File: src/sv/ptzf_pkg.sv
// Shared types and constants of the PTZ command framer.
// Holds the item, frame, configuration and state structs and the code enums.
// No dependencies; every other file uses this package by scoped names.
package ptzf_pkg;

    localparam logic [3:0] MAX_STOP_COPIES = 4'd10;

    localparam logic [7:0] CMD_PAN_LEFT      = 8'h04;
    localparam logic [7:0] CMD_PAN_RIGHT     = 8'h02;
    localparam logic [7:0] CMD_TILT_UP       = 8'h08;
    localparam logic [7:0] CMD_TILT_DOWN     = 8'h10;
    localparam logic [7:0] CMD_ZOOM_TELE     = 8'h20;
    localparam logic [7:0] CMD_ZOOM_WIDE     = 8'h40;
    localparam logic [7:0] CMD_FOCUS_NEAR    = 8'h01;
    localparam logic [7:0] CMD_FOCUS_FAR     = 8'h80;
    localparam logic [7:0] CMD_PRESET_STORE  = 8'h03;
    localparam logic [7:0] CMD_PRESET_RECALL = 8'h07;
    localparam logic [7:0] CMD_PRESET_CLR    = 8'h05;

    typedef enum logic [2:0] {
        MODE_MOVE     = 3'd0,
        MODE_STOP     = 3'd1,
        MODE_PRESET   = 3'd2,
        MODE_TICK     = 3'd3,
        MODE_SHUTDOWN = 3'd4
    } mode_t;

    typedef enum logic [1:0] {
        AXIS_PAN   = 2'd0,
        AXIS_TILT  = 2'd1,
        AXIS_ZOOM  = 2'd2,
        AXIS_FOCUS = 2'd3
    } axis_t;

    typedef enum logic [1:0] {
        PRESET_STORE   = 2'd0,
        PRESET_RECALL  = 2'd1,
        PRESET_ERASE   = 2'd2,
        PRESET_INVALID = 2'd3
    } preset_op_t;

    typedef enum logic [1:0] {
        STATUS_OK         = 2'd0,
        STATUS_BAD_STOP   = 2'd1,
        STATUS_BAD_PRESET = 2'd2
    } status_t;

    typedef enum logic [1:0] {
        REG_DEVICE_ADDRESS = 2'd0,
        REG_PAN_RATE       = 2'd1,
        REG_TILT_RATE      = 2'd2,
        REG_STOP_COPIES    = 2'd3
    } reg_index_t;

    typedef struct packed {
        logic [2:0]  mode;
        logic [1:0]  axis;
        logic        direction;
        logic [31:0] run_time_ms;
        logic [3:0]  stop_mask;
        logic [1:0]  preset_op;
        logic [7:0]  preset_number;
    } item_t;

    typedef struct packed {
        logic [7:0] device_address;
        logic [5:0] pan_rate;
        logic [5:0] tilt_rate;
        logic [3:0] stop_copies;
    } cfg_t;

    typedef struct packed {
        logic        moving;
        logic [31:0] remaining_ms;
        logic        armed;
    } motion_t;

    typedef struct packed {
        logic [1:0] status;
        logic [7:0] address_byte;
        logic [7:0] command_one;
        logic [7:0] command_two;
        logic [7:0] data_one;
        logic [7:0] data_two;
        logic [7:0] frame_sum;
        logic       motion_done;
    } frame_t;

endpackage

File: src/sv/ptzf_decode.sv
// Command decoder of the PTZ command framer: builds one frame, its copy count
// and the next motion state from an item, the registers and the current state.
// Depends on ptzf_pkg.
module ptzf_decode (
    input  ptzf_pkg::item_t   item,
    input  ptzf_pkg::cfg_t    cfg,
    input  ptzf_pkg::motion_t motion,
    output ptzf_pkg::frame_t  frame,
    output logic              emit,
    output logic [3:0]        copies,
    output ptzf_pkg::motion_t motion_next
);

    always_comb
    begin
        logic [1:0]  status;
        logic [7:0]  c1;
        logic [7:0]  c2;
        logic [7:0]  d1;
        logic [7:0]  d2;
        logic        ended;
        logic        burst;
        logic [31:0] rem_dec;
        logic [3:0]  burst_len;

        status      = ptzf_pkg::STATUS_OK;
        c1          = 8'h00;
        c2          = 8'h00;
        d1          = 8'h00;
        d2          = 8'h00;
        ended       = 1'b0;
        burst       = 1'b0;
        emit        = 1'b0;
        motion_next = motion;
        rem_dec     = (motion.remaining_ms != 32'd0) ? motion.remaining_ms - 32'd1
                                                     : motion.remaining_ms;

        if (cfg.stop_copies == 4'd0)
        begin
            burst_len = 4'd1;
        end
        else if (cfg.stop_copies > ptzf_pkg::MAX_STOP_COPIES)
        begin
            burst_len = ptzf_pkg::MAX_STOP_COPIES;
        end
        else
        begin
            burst_len = cfg.stop_copies;
        end

        unique case (item.mode)
            ptzf_pkg::MODE_MOVE:
            begin
                emit = 1'b1;
                unique case (item.axis)
                    ptzf_pkg::AXIS_PAN:
                    begin
                        c2 = item.direction ? ptzf_pkg::CMD_PAN_RIGHT : ptzf_pkg::CMD_PAN_LEFT;
                        d1 = {2'b00, cfg.pan_rate};
                    end
                    ptzf_pkg::AXIS_TILT:
                    begin
                        c2 = item.direction ? ptzf_pkg::CMD_TILT_DOWN : ptzf_pkg::CMD_TILT_UP;
                        d2 = {2'b00, cfg.tilt_rate};
                    end
                    ptzf_pkg::AXIS_ZOOM:
                    begin
                        c2 = item.direction ? ptzf_pkg::CMD_ZOOM_WIDE : ptzf_pkg::CMD_ZOOM_TELE;
                    end
                    default:
                    begin
                        if (item.direction)
                        begin
                            c2 = ptzf_pkg::CMD_FOCUS_FAR;
                        end
                        else
                        begin
                            c1 = ptzf_pkg::CMD_FOCUS_NEAR;
                        end
                    end
                endcase
                motion_next.moving       = 1'b1;
                motion_next.remaining_ms = item.run_time_ms;
                motion_next.armed        = (item.run_time_ms != 32'd0);
            end
            ptzf_pkg::MODE_STOP:
            begin
                emit = 1'b1;
                if (item.stop_mask == 4'd0)
                begin
                    status = ptzf_pkg::STATUS_BAD_STOP;
                end
                else
                begin
                    burst = 1'b1;
                end
            end
            ptzf_pkg::MODE_PRESET:
            begin
                emit = 1'b1;
                if (item.preset_op == ptzf_pkg::PRESET_INVALID || item.preset_number == 8'd0)
                begin
                    status = ptzf_pkg::STATUS_BAD_PRESET;
                end
                else
                begin
                    unique case (item.preset_op)
                        ptzf_pkg::PRESET_STORE:  c2 = ptzf_pkg::CMD_PRESET_STORE;
                        ptzf_pkg::PRESET_RECALL: c2 = ptzf_pkg::CMD_PRESET_RECALL;
                        default:                 c2 = ptzf_pkg::CMD_PRESET_CLR;
                    endcase
                    d2 = item.preset_number;
                end
            end
            ptzf_pkg::MODE_TICK:
            begin
                if (motion.armed)
                begin
                    motion_next.remaining_ms = rem_dec;
                    if (rem_dec == 32'd0)
                    begin
                        emit  = 1'b1;
                        burst = 1'b1;
                        ended = 1'b1;
                    end
                end
            end
            ptzf_pkg::MODE_SHUTDOWN:
            begin
                if (motion.moving)
                begin
                    emit  = 1'b1;
                    burst = 1'b1;
                end
            end
            default:
            begin
                emit = 1'b0;
            end
        endcase

        if (burst)
        begin
            motion_next.moving       = 1'b0;
            motion_next.armed        = 1'b0;
            motion_next.remaining_ms = 32'd0;
        end
        copies = burst ? burst_len : 4'd1;

        frame.status         = status;
        frame.address_byte   = (status == ptzf_pkg::STATUS_OK) ? cfg.device_address : 8'h00;
        frame.command_one    = c1;
        frame.command_two    = c2;
        frame.data_one       = d1;
        frame.data_two       = d2;
        frame.frame_sum      = (status == ptzf_pkg::STATUS_OK)
                             ? 8'(cfg.device_address + c1 + c2 + d1 + d2) : 8'h00;
        frame.motion_done    = ended;
    end

endmodule

File: src/sv/ptz_command_framer_core.sv
// PTZ command framer: turns camera commands on an input stream into frame
// bytes on an output stream. Holds registers, motion state and the result stage.
// Depends on ptzf_pkg and ptzf_decode.
//
// Usage:
//   Commands enter on the s_ channel, one per transfer; the mode rides in
//   s_tuser and the remaining command fields in s_tdata. Each result is one
//   frame (bytes one to five and the checksum; the 0xFF sync byte is left to
//   the serializer) on the m_ channel, with status and the motion-done flag
//   in m_tuser and m_tlast on the final frame of a command.
//   Registers must be written on the cfg_ channel only while no command is in
//   flight; the block does not enforce this. cfg_ready is always high.
//   A command's first frame appears in the cycle after its input transfer. One
//   command is accepted per cycle while the output is free or being taken.
//   A stop burst of N copies holds off new commands during its first N - 1
//   output transfers, counted by the burst counter in the result stage; the
//   next command can be accepted in the cycle that the last copy is taken.
//   Ticks and shutdowns that cause no frame are accepted without output.
//   Reset restores the register defaults and clears the motion state and the
//   result stage's valid, last and burst state, not its frame data. When the
//   receiver stalls, the pending frame holds and s_tready falls until taken.
module ptz_command_framer_core (
    input  logic        clk,
    input  logic        rst_n,
    input  logic        s_tvalid,
    output logic        s_tready,
    // Fields from bit 0: axis[1:0], direction[2], run_time_ms[34:3],
    // stop_mask[38:35], preset_op[40:39], preset_number[48:41], zero fill.
    input  logic [55:0] s_tdata,
    // Fields from bit 0: mode[2:0].
    input  logic [2:0]  s_tuser,
    output logic        m_tvalid,
    input  logic        m_tready,
    // Fields from bit 0: address_byte, command_one, command_two, data_one,
    // data_two, frame_sum, eight bits each.
    output logic [47:0] m_tdata,
    // Fields from bit 0: status[1:0], motion_done[2].
    output logic [2:0]  m_tuser,
    output logic        m_tlast,
    input  logic        cfg_valid,
    output logic        cfg_ready,
    input  logic [1:0]  cfg_index,
    input  logic [7:0]  cfg_data
);

    ptzf_pkg::cfg_t    cfg_reg;
    ptzf_pkg::motion_t motion_reg;
    ptzf_pkg::motion_t motion_next;
    ptzf_pkg::frame_t  frame_reg;
    ptzf_pkg::frame_t  frame_next;
    ptzf_pkg::item_t   item;
    logic              out_valid_reg;
    logic              last_reg;
    logic [3:0]        burst_left_reg;
    logic              emit;
    logic [3:0]        copies;
    logic              accept;
    logic              taken;

    assign item.mode          = s_tuser;
    assign item.axis          = s_tdata[1:0];
    assign item.direction     = s_tdata[2];
    assign item.run_time_ms   = s_tdata[34:3];
    assign item.stop_mask     = s_tdata[38:35];
    assign item.preset_op     = s_tdata[40:39];
    assign item.preset_number = s_tdata[48:41];

    assign cfg_ready = 1'b1;
    assign s_tready  = (burst_left_reg == 4'd0) && (!out_valid_reg || m_tready);
    assign accept    = s_tvalid && s_tready;
    assign taken     = out_valid_reg && m_tready;

    ptzf_decode u_decode (
        .item        (item),
        .cfg         (cfg_reg),
        .motion      (motion_reg),
        .frame       (frame_next),
        .emit        (emit),
        .copies      (copies),
        .motion_next (motion_next)
    );

    always_ff @(posedge clk or negedge rst_n)
    begin
        if (!rst_n)
        begin
            cfg_reg.device_address <= 8'd1;
            cfg_reg.pan_rate       <= 6'd32;
            cfg_reg.tilt_rate      <= 6'd32;
            cfg_reg.stop_copies    <= 4'd1;
        end
        else if (cfg_valid)
        begin
            unique case (cfg_index)
                ptzf_pkg::REG_DEVICE_ADDRESS: cfg_reg.device_address <= cfg_data;
                ptzf_pkg::REG_PAN_RATE:       cfg_reg.pan_rate       <= cfg_data[5:0];
                ptzf_pkg::REG_TILT_RATE:      cfg_reg.tilt_rate      <= cfg_data[5:0];
                default:                      cfg_reg.stop_copies    <= cfg_data[3:0];
            endcase
        end
    end

    always_ff @(posedge clk or negedge rst_n)
    begin
        if (!rst_n)
        begin
            motion_reg     <= '0;
            out_valid_reg  <= 1'b0;
            last_reg       <= 1'b0;
            burst_left_reg <= 4'd0;
        end
        else if (accept)
        begin
            motion_reg    <= motion_next;
            out_valid_reg <= emit;
            if (emit)
            begin
                burst_left_reg <= copies - 4'd1;
                last_reg       <= (copies == 4'd1);
            end
        end
        else if (taken)
        begin
            if (burst_left_reg != 4'd0)
            begin
                burst_left_reg <= burst_left_reg - 4'd1;
                last_reg       <= (burst_left_reg == 4'd1);
            end
            else
            begin
                out_valid_reg <= 1'b0;
            end
        end
    end

    always_ff @(posedge clk)
    begin
        if (accept && emit)
        begin
            frame_reg <= frame_next;
        end
    end

    assign m_tvalid = out_valid_reg;
    assign m_tlast  = last_reg;
    assign m_tuser  = {frame_reg.motion_done, frame_reg.status};
    assign m_tdata  = {frame_reg.frame_sum, frame_reg.data_two, frame_reg.data_one,
                       frame_reg.command_two, frame_reg.command_one, frame_reg.address_byte};

`ifndef SYNTH
    a_burst_has_frame: assert property (@(posedge clk) disable iff (!rst_n)
        (burst_left_reg != 4'd0) |-> out_valid_reg)
        else $error("burst counter running without a pending frame");

    a_burst_repeats: assert property (@(posedge clk) disable iff (!rst_n)
        (taken && burst_left_reg != 4'd0) |=> (m_tvalid && $stable(m_tdata)
                                              && $stable(m_tuser)))
        else $error("stop burst copy differs from the previous frame");

    a_reject_single: assert property (@(posedge clk) disable iff (!rst_n)
        (out_valid_reg && frame_reg.status != ptzf_pkg::STATUS_OK)
        |-> (last_reg && burst_left_reg == 4'd0))
        else $error("rejected command produced more than one frame");

    a_armed_count: assert property (@(posedge clk) disable iff (!rst_n)
        motion_reg.armed == (motion_reg.remaining_ms != 32'd0))
        else $error("timer armed flag and countdown disagree");

    a_armed_moving: assert property (@(posedge clk) disable iff (!rst_n)
        motion_reg.armed |-> motion_reg.moving)
        else $error("timer armed while not moving");
`endif

endmodule
File: config.mk
export PLATFORM = sky130hd
export DESIGN_NAME = ptz_command_framer_core
export DESIGN_NICKNAME = d
export VERILOG_FILES = /design/src/sv/ptzf_pkg.sv /design/src/sv/ptzf_decode.sv /design/src/sv/ptz_command_framer_core.sv
export SDC_FILE = /design/constraint.sdc
export NUM_CORES = 1
export LEC_CHECK = 0
export BUFFER_PORTS_ARGS = -buffer_cell sky130_fd_sc_hd__buf_2
export CORE_UTILIZATION = 57
export DETAILED_ROUTE_END_ITERATION = 8
export GPL_TIMING_DRIVEN = 0
export PLACE_DENSITY_LB_ADDON = 0.1
export SYNTH_ARGS = -nofsm -noshare
export SYNTH_HDL_FRONTEND = slang
export SYNTH_HIERARCHICAL = 1
export SYNTH_SLANG_ARGS = --single-unit
File: constraint.sdc
create_clock -name clk -period 6.4 [get_ports clk]
set_input_delay 1.28 -clock clk [delete_from_list [all_inputs] [get_ports clk]]
set_output_delay 1.28 -clock clk [all_outputs]
set_load 0.05 [all_outputs]
## Word-level counts from Yosys, hierarchy flattened

Cells that the tools add are included.

| operators by class | value |
|---|---|
| $mul | 0 |
| magnitude comparators | 1 |
| add/sub/neg operators | 7 |
| div/mod/pow operators | 0 |
| bitwise operators | 1 |
| shift-type cells | 0 |
| reduce and logical (&&, ||, !) cells | 35 |
| eq/ne operators | 15 |
| mux-type cells | 45 |

Operators by type and width:

| operator | number |
|---|---|
| two-way mux 32 bit | 2 |
| case mux 32 bit (2 select lines) | 1 |
| nonzero test 32 bit | 2 |
| two-way mux 8 bit | 6 |
| two-way mux 34 bit | 1 |
| adder 8 bit | 4 |
| logical NOT 32 bit | 1 |
| case mux 8 bit (2 select lines) | 2 |
| subtractor 32 x 1 -> 32 bit, second input constant | 1 |
| two-way mux 4 bit | 7 |
| case mux 8 bit (3 select lines) | 1 |
| two-way mux 1 bit | 15 |
| logical NOT 4 bit | 3 |
| two-way mux 6 bit | 2 |
| AND reduction 2 bit | 6 |
| OR reduction 3 bit | 3 |
| == test 4 x 1 -> 1 bit, second input constant | 2 |
| logical NOT 2 bit | 4 |
| logical NOT 8 bit | 1 |
| subtractor 4 x 1 -> 4 bit, second input constant | 2 |
| two-way mux 7 bit | 1 |
| == test 2 x 1 -> 1 bit, second input constant | 3 |
| == test 2 bit, second input constant | 3 |
| == test 3 x 2 -> 1 bit, second input constant | 2 |
| other kinds (20) | 29 |

| storage, ports and cells | value |
|---|---|
| memory bits (writable) | 0 |
| memories kept | 0 |
| bits of input ports | 74 |
| output and inout port bits | 55 |
| bits in registers | 115 |
| word-level logic and storage cells | 122 |
| memory bits (read-only) | 0 |
| latch bits | 0 |

## Depth between registers and ports, before layout

| logic depth | value |
|---|---|
| word-level depth | 10 |
| depth in mapped cells | 19 |
| depth with buffers taken out | 18 |

## Hierarchy

Netlist, hierarchy kept.

Modules (own cells, without submodules):

| module | instances | sequential area each (um^2) | cells each | area each (um^2) |
|---|---|---|---|---|
| ptz_command_framer_core | 1 | 3138.0 | 230 | 4339.2 |
| ptzf_decode | 1 | 0.0 | 492 | 3131.8 |

## Worst setup path before layout

OpenSTA, ideal clock, no wires.

| timing | value |
|---|---|
| path kind | input port to flip-flop |
| from | input port s_tuser[0] |
| to | register frame_reg, in the netlist m_tdata[47], data pin |
| data required time | 6.148 ns |
| path buffers | 2 |
| setup time | 0.252 ns |
| data arrival time | 5.057 ns |
| slack | 1.090 ns |
| stages | 18 |
| cell sequence | clkbuf_1 -> or3_1 -> clkbuf_1 -> nor3b_1 -> a22oi_1 -> fa_1 -> inv_1 -> fa_1 -> ha_1 -> inv_1 -> fa_1 -> nor2b_1 -> o21ai_0 -> nand2b_1 -> a21o_1 -> a21oi_1 -> xnor3_1 -> nor2_1 |

| between the ends | value |
|---|---|
| cells in the longest elaborated chain, start to end | 6 |
| elaborated cells between the ends (all ways) | 13 |
| classes of those cells | add/sub (4); eq/ne (2); mux (5); reduce/logical (2) |

RTL lines:

| what | RTL line | RTL |
|---|---|---|
| start, declared | ptz_command_framer_core.sv:31 | `input logic [2:0] s_tuser,` |
| logical NOT 3 bit | ptzf_decode.sv:51 | `unique case (item.mode)` |
| two-way mux 8 bit | ptzf_decode.sv:51 |  |
| adder 8 bit (4 in series) | ptzf_decode.sv:157 | `? 8'(cfg.device_address + c1 + c2 + d1 + d2) : 8'h00;` |
| end signal, assigned | ptz_command_framer_core.sv:140 | `frame_reg <= frame_next;` |
| end, declared | ptz_command_framer_core.sv:49 | `ptzf_pkg::frame_t frame_reg;` |

Parallel ways exist; a longest one is shown, timed or not.
A chain may end at the register's enable or synchronous reset.

## Worst setup path after layout

Ends and elaborated chain as after synthesis.

==> out/results.ini <==
[floorplanning]
placement_rows = 41
chipHeight_um = 116
die_area_sq_um = 13600
core_area_sq_um = 12700
boundaryPins = 129
floorplan.initialDensity_pct = 58.7
die_width_um = 116

[setup_path]
worstPathMaxFanout = 9
r2r_endpoint = m_tdata[11]
r2r_start = motion_reg[1]
slowest_cp_cell = sky130_fd_sc_hd__nor3b_1
critical_path.n_buffers_inverters = 4
timing_worst_setup_path_type = input port to flip-flop
worst-r2r-cell-count = 14
timing.critical_path.max_delay_family = adder cells
crit_path_cell_trace = clkbuf_1 > or3_1 > clkbuf_1 > nor3b_1 > a22oi_1 > fa_1 > inv_1 > fa_1 > ha_1 > inv_1 > fa_1 > nor2b_1 > o21ai_0 > nand2b_1 > a21o_1 > a21oi_1 > xnor3_1 > nor2_1
worstPathArrival_ns = 5.83
crit_path_end_kind = flip-flop
cpMostUsedCell = sky130_fd_sc_hd__fa_1
critical-path-max-stage-delay_ns = 0.85
reg2reg_setup_slack_ns = 1.16
startpoint_type = input port
cp_data_required_time_ns = 6.57

[timing]
clock_skew_ns = 0.0166
fin_tns_setup_ns = 0
hold-worst-slack_ns = 0.488
slew_viols_final = 0
relSlewSlack_pct = 8.19
tightestPinTransition_ns = 1.37
post-route-min-period_ns = 5.67
worst_setup_slack_final_ns = 0.733
achievable-frequency_ghz = 0.176
rsz0062_at_grt = false
fin_crit_sh_pct = 88.6
timing.final.hold_violations = 0
report.final.setup_viol = 0

[synthesis]
yosys.area_share.xor_xnor_pct = 1.83
synthDominantCellAreaShare_pct = 20.5
gate_count_after_technology_mapping = 722
synth_largest_area_cell = sky130_fd_sc_hd__edfxtp_1
synth_area_in_adders_pct = 6.06
async_flop_share_pct = 55.7
dominant_register_cell_in_the_synthesized_netlist = sky130_fd_sc_hd__dfrtp_1
post_synth_mux_area_share_pct = 11.1
synth-simple-area-share_pct = 20.1
synth_area_in_compound_gates_pct = 12.1
postSynthRegisterBits = 115
synth_edf_count = 51
post_synth_instance_area_sq_um = 7470
synthesis.area_per_instance_sq_um = 10.3
largest_family_of_logic_cells_by_synthesized_area = simple AND/OR/NAND/NOR gates
synth_cell_types = 78
seq_area_frac_synth_pct = 42.0
ys_warn_count = 6
synthTopCellsByArea = sky130_fd_sc_hd__edfxtp_1, sky130_fd_sc_hd__dfrtp_1, sky130_fd_sc_hd__mux2_4, sky130_fd_sc_hd__fa_1, sky130_fd_sc_hd__nor2_1

[power]
cell_area_power_density_nw_per_um2 = 420
vdd.ir_drop.worst_mv = 0.253
finalPower_uw = 3740
p_leak_uw = 0.00394

[placed_design]
setup_slack_at_placement_ns = 0.394
port_buffers = 117
place.gp.congestion = 0.963
hpwlAfterDp_um = 15300

[routing]
wl_um = 20700
routed-via-count = 6363
post-route-drc-count = 0
final_ant_viol_nets = 0
detail_route.iter0.violations = 540
vias_per_cell = 6.05
routedWlPerCell_um = 19.7
number_of_optimization_iterations_in_the_first_detailed_route_pass = 5

[final_layout]
area_delta_synth_final_pct = 19.2
largest_register_ff_count = 48
fill_count = 1017
final_cell_mix = sky130_fd_sc_hd__buf_2, sky130_fd_sc_hd__nor2_1, sky130_fd_sc_hd__dfrtp_1, sky130_fd_sc_hd__nand2_1, sky130_fd_sc_hd__inv_1
layout.nets = 968
multiInputGateArea_sq_um = 3860
area.sequential_sq_um = 3140
layout-drive-gt1-share_pct = 27.8
final_common_cell = sky130_fd_sc_hd__buf_2
antenna_cells_inserted = 0

[clocking]
clkSlewWorstSetupHoldPaths_ns = 0.05
tritoncts_clock_tree = yes
cts-resized-gates = 0
clock_path_buffers = 2
cts_inserted_buffers = 17
cts-hold-fix-buffers = 0
cts_root_buf = sky130_fd_sc_hd__clkbuf_16
number_of_sinks_handled_by_clock_tree_synthesis = 115
clock_latency_ns = 0.42
cts.repair_timing.setup_buffer_count = 0
htree_levels = 4

[grt]
grt_pass1_vias = 6077
grt_pass1_wl_um = 31800
overflow = 0
largest_net_degree_at_the_start_of_global_routing = 65
track_usage_pct = 31.9
grt_antenna_before_repair = 0

[hold_path]
whs_path_depth = 1
hold_path.startpoint = motion_reg[3]
whs_endpoint = motion_reg[3]
min_path_type = flip-flop to flip-flop

[flow_run]
max_cap_violations = 0

[run_status]
outcome = complete, no violations

-- power by group --
part	total, uW	leakage (uW)	switching (uW)	internal [uW]
Sequential	1160	0.00128	214	946
Combinational	1660	0.00238	999	665
Clock	918	0.000279	341	577
Total	3740	0.00394	1550	2190
-- cell usage after synthesis (6+ instances only) --
master / n
sky130_fd_sc_hd__nand4_1: 10
sky130_fd_sc_hd__xor2_1: 6
sky130_fd_sc_hd__nor4_1: 23
sky130_fd_sc_hd__inv_1: 57
sky130_fd_sc_hd__a21oi_1: 22
sky130_fd_sc_hd__xnor2_1: 7
sky130_fd_sc_hd__nand2_1: 59
sky130_fd_sc_hd__mux2_2: 19
sky130_fd_sc_hd__or3_1: 14
sky130_fd_sc_hd__buf_2: 6
sky130_fd_sc_hd__nor3_1: 18
sky130_fd_sc_hd__a221oi_1: 9
sky130_fd_sc_hd__a31oi_1: 8
sky130_fd_sc_hd__buf_4: 11
sky130_fd_sc_hd__a211oi_1: 6
sky130_fd_sc_hd__fa_1: 14
sky130_fd_sc_hd__a22oi_1: 12
sky130_fd_sc_hd__nor2_1: 69
sky130_fd_sc_hd__o21ai_0: 24
sky130_fd_sc_hd__mux2_4: 30
sky130_fd_sc_hd__edfxtp_1: 51
sky130_fd_sc_hd__dfrtp_1: 60
sky130_fd_sc_hd__mux2_1: 12
sky130_fd_sc_hd__o311a_1: 6
sky130_fd_sc_hd__and3_1: 7
sky130_fd_sc_hd__nand3_1: 12
sky130_fd_sc_hd__ha_1: 13
sky130_fd_sc_hd__clkbuf_1: 21
sky130_fd_sc_hd__and2_1: 7
-- routing by layer --
layer,track usage [%],vias up,part of all wire [%]
li1,-,2931,-
met1,39.1,3044,41
met2,53.3,321,48
met3,6.33,67,7.1
met4,16.9,0,4.3
met5,0,-,0
-- cells by family after synthesis --
logic type | count (synthesis)
XOR/XNOR | 14
AND/OR/NAND/NOR | 270
multiplexers | 64
buffers and inverters | 101
other | 2
AO/OA/AOI/OAI | 128
flip-flops | 115
adder cells (fa/ha/maj) | 28
-- worst max-delay path by stage --
| stage | slack [ns] | cells after the start | endpoint | from |
|---|---|---|---|---|
| 2_1_floorplan | 1.09 | 18 | m_tdata[47] | s_tuser[0] |
| 3_3_place_gp | 0.42 | 18 | m_tdata[47] | s_tuser[0] |
| 3_5_place_dp | 0.39 | 18 | m_tdata[47] | s_tuser[0] |
| 4_1_cts | 0.78 | 18 | m_tdata[47] | s_tuser[0] |
| 5_1_grt | 0.46 | 18 | m_tdata[47] | s_tuser[0] |
| 6_report | 0.73 | 18 | m_tdata[47] | s_tuser[0] |
-- layout make-up --
| type | instances | share of cell area [%] |
|---|---|---|
| well taps | 172 | 2.42 |
| plain buffers | 44 | 3.20 |
| multi-input cells | 514 | 43.4 |
| clock inverters | 11 | 1.14 |
| inverters | 57 | 2.40 |
| repair buffers | 118 | 6.83 |
| clock buffers | 21 | 5.41 |
| flip-flops and latches | 115 | 35.2 |
-- metrics by stage --
stage	utilization, %	cells	area (sq um)
after global placement	65.3	1019	8300
after floorplan	-	730	7500
after detailed placement	65.4	1020	8320
final	70.0	1052	8910
after CTS	70.0	1052	8910
after global routing	70.0	1052	8910
Power figures use the tool's default switching activity.
